$ cat config.mk
export PLATFORM = sky130hd
export DESIGN_NAME = sector_cache_directory_fifo_top_flat
export DESIGN_NICKNAME = d
export VERILOG_FILES = /design/src/design/scd_pkg.sv /design/src/design/scd_if.sv /design/src/design/scd_ram.sv /design/src/design/sector_cache_directory_fifo_top.sv /design/src/flat_wrapper.sv
export SDC_FILE = /design/constraint.sdc
export NUM_CORES = 2
export LEC_CHECK = 0
export ABC_AREA = 0
export CAP_MARGIN = 10
export CORE_AREA = 3 3 370 518
export CTS_CLUSTER_DIAMETER = 80
export DETAILED_ROUTE_END_ITERATION = 10
export DIE_AREA = 0 0 373 521
export DONT_BUFFER_PORTS = 1
export SYNTH_ARGS = -nofsm -noshare
export SYNTH_HDL_FRONTEND = slang
export SYNTH_SLANG_ARGS = --single-unit
$ cat constraint.sdc
create_clock -name clk -period 9.8 [get_ports clk]
set_clock_uncertainty 0.2 [all_clocks]
set_input_delay 1.47 -clock clk [delete_from_list [all_inputs] [get_ports clk]]
set_output_delay 1.47 -clock clk [all_outputs]
set_load 0.03 [all_outputs]
$ cat src/design/scd_pkg.sv
// Shared types and constants for the sector cache directory.
// No dependencies; compiled first.
package scd_pkg;

	// Default number of directory entries
	localparam int unsigned DIR_ENTRIES = 64;

	// Field widths
	localparam int unsigned TAG_W   = 32;
	localparam int unsigned IDX_W   = 6;
	localparam int unsigned STAT_W  = 2;

	// Command codes carried on the request channel
	localparam logic CMD_LOOKUP = 1'b0;
	localparam logic CMD_STORE  = 1'b1;

	// Result status codes
	typedef enum logic [STAT_W-1:0] {
		ST_OK   = 2'd0,
		ST_MISS = 2'd1,
		ST_BAD  = 2'd2
	} status_t;

	// Directory control states
	typedef enum logic {
		S_IDLE,
		S_SCAN
	} state_t;

endpackage

$ cat src/design/scd_if.sv
// Request and response channel interfaces of the sector cache directory.
// Depends on scd_pkg for field widths.
interface scd_req_if import scd_pkg::*; ();
	logic             valid;
	logic             ready;
	logic             cmd;
	logic [TAG_W-1:0] sector_addr;

	modport source (output valid, cmd, sector_addr, input ready);
	modport sink   (input valid, cmd, sector_addr, output ready);
endinterface

interface scd_rsp_if import scd_pkg::*; ();
	logic              valid;
	logic              ready;
	logic [STAT_W-1:0] status;
	logic [IDX_W-1:0]  entry_index;

	modport source (output valid, status, entry_index, input ready);
	modport sink   (input valid, status, entry_index, output ready);
endinterface

$ cat src/design/scd_ram.sv
// Generic single-write, single-read synchronous RAM with registered read data.
// No dependencies.
module scd_ram #(
	parameter int unsigned WIDTH = 32,
	parameter int unsigned DEPTH = 64
) (
	input  logic                     clk,
	input  logic                     we,
	input  logic [$clog2(DEPTH)-1:0] waddr,
	input  logic [WIDTH-1:0]         wdata,
	input  logic                     re,
	input  logic [$clog2(DEPTH)-1:0] raddr,
	output logic [WIDTH-1:0]         rdata
);

	logic [WIDTH-1:0] mem [DEPTH];

	// Write port and registered read port
	always_ff @(posedge clk) begin
		if (we) begin
			mem[waddr] <= wdata;
		end
		if (re) begin
			rdata <= mem[raddr];
		end
	end

endmodule

$ cat src/design/sector_cache_directory_fifo_top.sv
// Sector cache directory top: tag RAM scan with round-robin replacement.
// An out-of-range address or no device is rejected without a scan, with the result registered
// in the cycle after the request transfer; a lookup or store otherwise scans the valid entries
// (at most ENTRIES) in order, stopping at a hit, and an empty directory needs no scan.
// One request at a time; a new request is taken only when the result register is empty or
// transfers in that cycle. Reset clears the fill count and victim pointer (no clearing pass).
module sector_cache_directory_fifo_top import scd_pkg::*; #(
	parameter int unsigned ENTRIES = DIR_ENTRIES
) (
	input  logic             clk,
	input  logic             arst_n,
	input  logic             cfg_we,
	input  logic [TAG_W-1:0] cfg_wdata,
	scd_req_if.sink          req,
	scd_rsp_if.source        rsp
);

	localparam int unsigned IW = $clog2(ENTRIES);
	localparam int unsigned CW = $clog2(ENTRIES + 1);
	localparam logic [CW-1:0] FULL_CNT = CW'(ENTRIES);
	localparam logic [IW-1:0] LAST_IDX = IW'(ENTRIES - 1);

	// Control state
	state_t           state_q, state_d;
	logic [TAG_W-1:0] limit_q;
	logic [CW-1:0]    fill_q;
	logic [IW-1:0]    victim_q;
	logic [CW-1:0]    idx_q;
	logic             cmp_vld_s1;
	logic             out_vld_q;

	// Payload registers
	logic             cmd_q;
	logic [TAG_W-1:0] addr_q;
	logic [IW-1:0]    cmp_idx_s1;
	status_t          out_status_q;
	logic [IDX_W-1:0] out_idx_q;

	// Tag RAM signals
	logic [TAG_W-1:0] tag_rdata;
	logic             issue;
	logic             fill_wr;

	// Datapath control
	logic             accept;
	logic             more;
	logic             hit;
	logic             load;
	status_t          ld_status;
	logic [IW-1:0]    ld_idx;

	assign accept    = req.valid && req.ready;
	assign req.ready = (state_q == S_IDLE) && (!out_vld_q || rsp.ready);

	// Valid entries are exactly those below the fill count
	assign more  = (idx_q < fill_q);
	assign hit   = cmp_vld_s1 && (tag_rdata == addr_q);
	assign issue = (state_q == S_SCAN) && more && !hit;

	scd_ram #(
		.WIDTH (TAG_W),
		.DEPTH (ENTRIES)
	) u_tag_ram (
		.clk   (clk),
		.we    (fill_wr),
		.waddr (victim_q),
		.wdata (addr_q),
		.re    (issue),
		.raddr (idx_q[IW-1:0]),
		.rdata (tag_rdata)
	);

	// Next state and result selection
	always_comb begin
		state_d   = state_q;
		load      = 1'b0;
		ld_status = ST_OK;
		ld_idx    = '0;
		fill_wr   = 1'b0;
		unique case (state_q)
			S_IDLE: begin
				if (accept) begin
					if (req.sector_addr >= limit_q) begin
						load      = 1'b1;
						ld_status = ST_BAD;
					end else begin
						state_d = S_SCAN;
					end
				end
			end
			S_SCAN: begin
				if (hit) begin
					load    = 1'b1;
					ld_idx  = cmp_idx_s1;
					state_d = S_IDLE;
				end else if (!cmp_vld_s1 && !more) begin
					load    = 1'b1;
					state_d = S_IDLE;
					if (cmd_q == CMD_STORE) begin
						fill_wr = 1'b1;
						ld_idx  = victim_q;
					end else begin
						ld_status = ST_MISS;
					end
				end
			end
			default: begin
				state_d = S_IDLE;
			end
		endcase
	end

	// Control registers
	always_ff @(posedge clk or negedge arst_n) begin
		if (!arst_n) begin
			state_q    <= S_IDLE;
			limit_q    <= '0;
			fill_q     <= '0;
			victim_q   <= '0;
			idx_q      <= '0;
			cmp_vld_s1 <= 1'b0;
			out_vld_q  <= 1'b0;
		end else begin
			state_q    <= state_d;
			cmp_vld_s1 <= issue;
			if (accept) begin
				idx_q <= '0;
			end else if (issue) begin
				idx_q <= idx_q + 1'b1;
			end
			// New tag goes to the victim entry
			if (fill_wr) begin
				if (fill_q != FULL_CNT) begin
					fill_q <= fill_q + 1'b1;
				end
				victim_q <= (victim_q == LAST_IDX) ? '0 : victim_q + 1'b1;
			end
			// Binding a device empties the directory
			if (cfg_we) begin
				limit_q <= cfg_wdata;
				if (cfg_wdata != '0) begin
					fill_q   <= '0;
					victim_q <= '0;
				end
			end
			if (load) begin
				out_vld_q <= 1'b1;
			end else if (rsp.ready) begin
				out_vld_q <= 1'b0;
			end
		end
	end

	// Payload registers
	always_ff @(posedge clk) begin
		if (accept) begin
			cmd_q  <= req.cmd;
			addr_q <= req.sector_addr;
		end
		if (issue) begin
			cmp_idx_s1 <= idx_q[IW-1:0];
		end
		if (load) begin
			out_status_q <= ld_status;
			out_idx_q    <= IDX_W'(ld_idx);
		end
	end

	assign rsp.valid       = out_vld_q;
	assign rsp.status      = out_status_q;
	assign rsp.entry_index = out_idx_q;

	// Fill count never passes the directory size
	a_fill_bound: assert property (@(posedge clk) disable iff (!arst_n)
		fill_q <= FULL_CNT)
		else $error("fill count beyond directory size");

	// Until the directory is full, the victim pointer tracks the fill count
	a_victim_fill: assert property (@(posedge clk) disable iff (!arst_n)
		(fill_q != FULL_CNT) |-> (CW'(victim_q) == fill_q))
		else $error("victim pointer out of step with fill count");

	// Only valid entries are compared
	a_cmp_valid: assert property (@(posedge clk) disable iff (!arst_n)
		cmp_vld_s1 |-> (CW'(cmp_idx_s1) < fill_q))
		else $error("compare on an entry that is not valid");

	// The result register is free for the whole scan
	a_scan_out_free: assert property (@(posedge clk) disable iff (!arst_n)
		(state_q == S_SCAN) |-> !out_vld_q)
		else $error("result pending during scan");

	// A non-OK result carries entry zero
	a_idx_zero: assert property (@(posedge clk) disable iff (!arst_n)
		(out_vld_q && (out_status_q != ST_OK)) |-> (out_idx_q == '0))
		else $error("entry index set on a failed request");

endmodule

$ cat src/flat_wrapper.sv
// flat-port wrapper written by rule: the top's interface ports become plain ports
module sector_cache_directory_fifo_top_flat import scd_pkg::*;
#(
	parameter int unsigned ENTRIES = DIR_ENTRIES
)
  (clk, arst_n, cfg_we, cfg_wdata, req_valid, req_cmd, req_sector_addr, req_ready, rsp_valid, rsp_status, rsp_entry_index, rsp_ready);
  scd_req_if req_i ();
  scd_rsp_if rsp_i ();
  input  logic clk;
  input  logic arst_n;
  input  logic cfg_we;
  input  logic [TAG_W-1:0] cfg_wdata;
  input wire logic [$bits(req_i.valid)-1:0] req_valid;
  input wire logic [$bits(req_i.cmd)-1:0] req_cmd;
  input wire logic [$bits(req_i.sector_addr)-1:0] req_sector_addr;
  output wire logic [$bits(req_i.ready)-1:0] req_ready;
  output wire logic [$bits(rsp_i.valid)-1:0] rsp_valid;
  output wire logic [$bits(rsp_i.status)-1:0] rsp_status;
  output wire logic [$bits(rsp_i.entry_index)-1:0] rsp_entry_index;
  input wire logic [$bits(rsp_i.ready)-1:0] rsp_ready;
  assign req_i.valid = req_valid;
  assign req_i.cmd = req_cmd;
  assign req_i.sector_addr = req_sector_addr;
  assign req_ready = req_i.ready;
  assign rsp_valid = rsp_i.valid;
  assign rsp_status = rsp_i.status;
  assign rsp_entry_index = rsp_i.entry_index;
  assign rsp_i.ready = rsp_ready;
  sector_cache_directory_fifo_top #(.ENTRIES(ENTRIES)) u_core (.clk(clk), .arst_n(arst_n), .cfg_we(cfg_we), .cfg_wdata(cfg_wdata), .req(req_i), .rsp(rsp_i));
endmodule
==> impl_metrics.json <==
{
  "hold_path_class": "in2async",
  "yosys.area.top_type_share_pct": 76.0,
  "drt_wl_total_um": 207000,
  "synth-seq-area-share_pct": 77.6,
  "dr.first_iter.drc_count": 4206,
  "fillers": 14700,
  "netlist_area_um2": 84100,
  "synth_cell_types": 50,
  "avgSynthCellArea_um2": 23.0,
  "die_x_um": 373,
  "clkSinkCount": 2182,
  "fin_tns_setup_ps": 0,
  "final_core_util_pct": 49.9,
  "via_count": 38600,
  "synthToLayoutAreaGrowth_pct": 11.4,
  "port-buffer-count": 0,
  "clk_path_buf_depth": 3,
  "ys_top_cells_by_area": "edfxtp_1, mux4_2, dfrtp_1",
  "place.gp.congestion": 0.802,
  "seqCellArea_um2": 65300,
  "p_per_area_nw_per_um2": 211,
  "ctsRootBufferMaster": "clkbuf_16",
  "fin_nets": 3891,
  "drt_first_pass_iters": 5,
  "slew_violations": 0,
  "relSlewSlack_pct": 26.1,
  "ios": 80,
  "wl_per_cell_um": 32.3,
  "h-tree-depth": 4,
  "critPathRequiredTime_ps": 10170,
  "start_kind": "flip-flop",
  "drive_above_1_share_pct": 27.0,
  "p_leak_nw": 28.0,
  "async_reset_ff_share_pct": 2.52,
  "period_share_pct": 53.1,
  "dp_slack_ps": 4630,
  "ys_seq_elements": 2182,
  "finalPower_w": 0.0198,
  "dieArea_um2": 194000,
  "grt_first_pass_wirelength_um": 297000,
  "final_antenna_net_count": 0,
  "crit_type": "reg2reg",
  "tightest_slew_ps": 1110,
  "multi_input_area_um2": 18300,
  "die_y_um": 521,
  "clock_latency_ps": 820,
  "status": "complete, no violations",
  "via_per_inst": 6.02,
  "initial_utilization_pct": 44.8,
  "grt_pass1_vias": 40100,
  "drcViolationCount": 0,
  "synth-edff-count": 2127,
  "rsz0062_at_grt": "no",
  "holdBufCountCts": 0,
  "grt_max_degree": 147,
  "cts_buffers": 190,
  "path_max_fanout": 48,
  "rows": 188,
  "hold_violations": 0,
  "synth_warnings": 0,
  "cts-resized-gates": 0,
  "synth_nets": 3761,
  "setup_viol": 0,
  "ir_worst_vdd_mv": 0.150,
  "antenna_found_initial": 5,
  "hpwl_um": 110000,
  "synth_cells": 3649,
  "max-cap-violations": 0,
  "place_area_um2": 87800,
  "yosys-top-cells-count": "edfxtp_1, mux4_2, nand2_1",
  "cp.arrival_ps": 5570,
  "setup_slack_ps": 4600,
  "post-route-min-period_ps": 5200,
  "synth_top_cell_by_area": "edfxtp_1",
  "fmax_mhz": 192,
  "cts_setup_buffers": 0,
  "core_area_um2": 187000,
  "cts_tree": "yes",
  "synthFlopType": "edfxtp_1",
  "final_cell_area_um2": 93600,
  "yosysMostFrequentCell": "edfxtp_1",
  "clkTransAtPathRegs_ps": 70,
  "grt-ovfl-total": 0,
  "critPathCaptureType": "flip-flop",
  "grtUsageTotal_pct": 21.4
}
==> per-stage QoR <==
step / instances / hold slack, ps
after detailed placement: 6057 / 276
after global routing: 6405 / 96.5
after global placement: 6057 / 273
final: 6405 / 136
after floorplan: 3649 / 248
after CTS: 6404 / 71.0
==> state kept, by name (all words and copies together) (netlist names) <==
| register | count |
|---|---|
| u_core.idx_q | 7 |
| u_core.addr_q | 32 |
| u_core.rsp.valid | 1 |
| u_core.rsp.entry_index | 6 |
| u_core.victim_q | 6 |
| u_core.cmd_q | 1 |
| u_core.state_q | 1 |
| u_core.rsp.status | 2 |
| u_core.u_tag_ram.mem | 2048 |
| u_core.cmp_idx_s1 | 6 |
| u_core.u_tag_ram.rdata | 32 |
| u_core.cmp_vld_s1 | 1 |
| u_core.fill_q | 7 |
| u_core.limit_q | 32 |
==> per-layer routing <==
metal  routed length (um)  part of all wire, %  vias to the layer above  GRT usage, %
li1                     -                    -                    15800             -
met1                81600                   39                    21200          28.4
met2               108000                   52                     1314          37.2
met3                12600                  6.1                      282          3.15
met4                 4990                  2.4                        0          6.11
met5                    0                    0                        -             0
==> worst paths after layout <==
kind                                        startpoint                                   to  slack (ps)  depth (start not counted)
max                        u_core.idx_q[2]$_DFFE_PN0P_  u_core.u_tag_ram.rdata[1]$_DFFE_PP_        4600                          9
min                                             arst_n        u_core.limit_q[8]$_DFFE_PN0P_         140                          0
max reg2reg                u_core.idx_q[2]$_DFFE_PN0P_  u_core.u_tag_ram.rdata[1]$_DFFE_PP_        4600                          9
min reg2reg                u_core.idx_q[6]$_DFFE_PN0P_          u_core.idx_q[6]$_DFFE_PN0P_         290                          1
max in group asynchronous                       arst_n         u_core.victim_q[3]$_DFF_PN0_        9140                          0
min in group clk           u_core.idx_q[6]$_DFFE_PN0P_          u_core.idx_q[6]$_DFFE_PN0P_         290                          1
==> critical path, stage by stage (launching register included) <==
cell and delay [ps]:
dfrtp_4 1040, buf_4 550, buf_4 840, buf_4 810, mux4_2 400, nor2b_1 140
a211oi_1 230, a21oi_1 130, a22oi_1 410, nand2_1 90
==> cell usage in the layout (no fill, tap or decap), types with 4 or more instances in the layout <==
| cell type | instances |
|---|---|
| nor3_1 | 10 |
| nand4_1 | 25 |
| bufinv_16 | 9 |
| a21oi_1 | 49 |
| nand2_1 | 84 |
| nand3b_1 | 5 |
| a21o_1 | 9 |
| o21ai_0 | 41 |
| a211oi_1 | 29 |
| buf_12 | 4 |
| xor2_1 | 7 |
| mux2i_1 | 29 |
| dfrtp_4 | 4 |
| nor2b_1 | 30 |
| a22oi_1 | 47 |
| dfrtp_1 | 51 |
| mux4_2 | 612 |
| clkbuf_16 | 196 |
| inv_1 | 46 |
| nand2b_1 | 8 |
| clkinv_1 | 45 |
| a22o_1 | 14 |
| or3_1 | 4 |
| a221o_1 | 10 |
| ha_1 | 42 |
| nor2_4 | 64 |
| edfxtp_1 | 2127 |
| nor4_1 | 14 |
| clkbuf_1 | 57 |
| and3_1 | 4 |
| nand3_1 | 13 |
| xnor2_1 | 30 |
| clkinv_2 | 32 |
| buf_4 | 122 |
| nor2_1 | 17 |
==> where the power goes <==
group          switching [W]  internal, W
Clock                0.00327      0.00390
Combinational        0.00107     0.000800
Sequential          0.000115       0.0106
==> cells by family after synthesis <==
logic type	Yosys count	share of synthesized area (%)
DFF	2182	77.6
muxes	642	16.8
AOI/OAI and AO/OA	217	1.72
buffers and inverters	236	1.23
xor gates and xnor gates	37	0.385
adders and majority gates	42	0.625
and+or+nand+nor	293	1.68
==> layout make-up <==
type,instances,area share [%]
Sequential cell,2182,69.7
Multi-Input combinational cell,1231,19.5
Clock buffer,254,5.48
Tap cell,2470,3.30
Timing Repair Buffer,126,1.06
Clock inverter,93,0.727
Inverter,48,0.192
Antenna cell,1,0.00267
No activity file was read; power rests on OpenSTA's default activity.
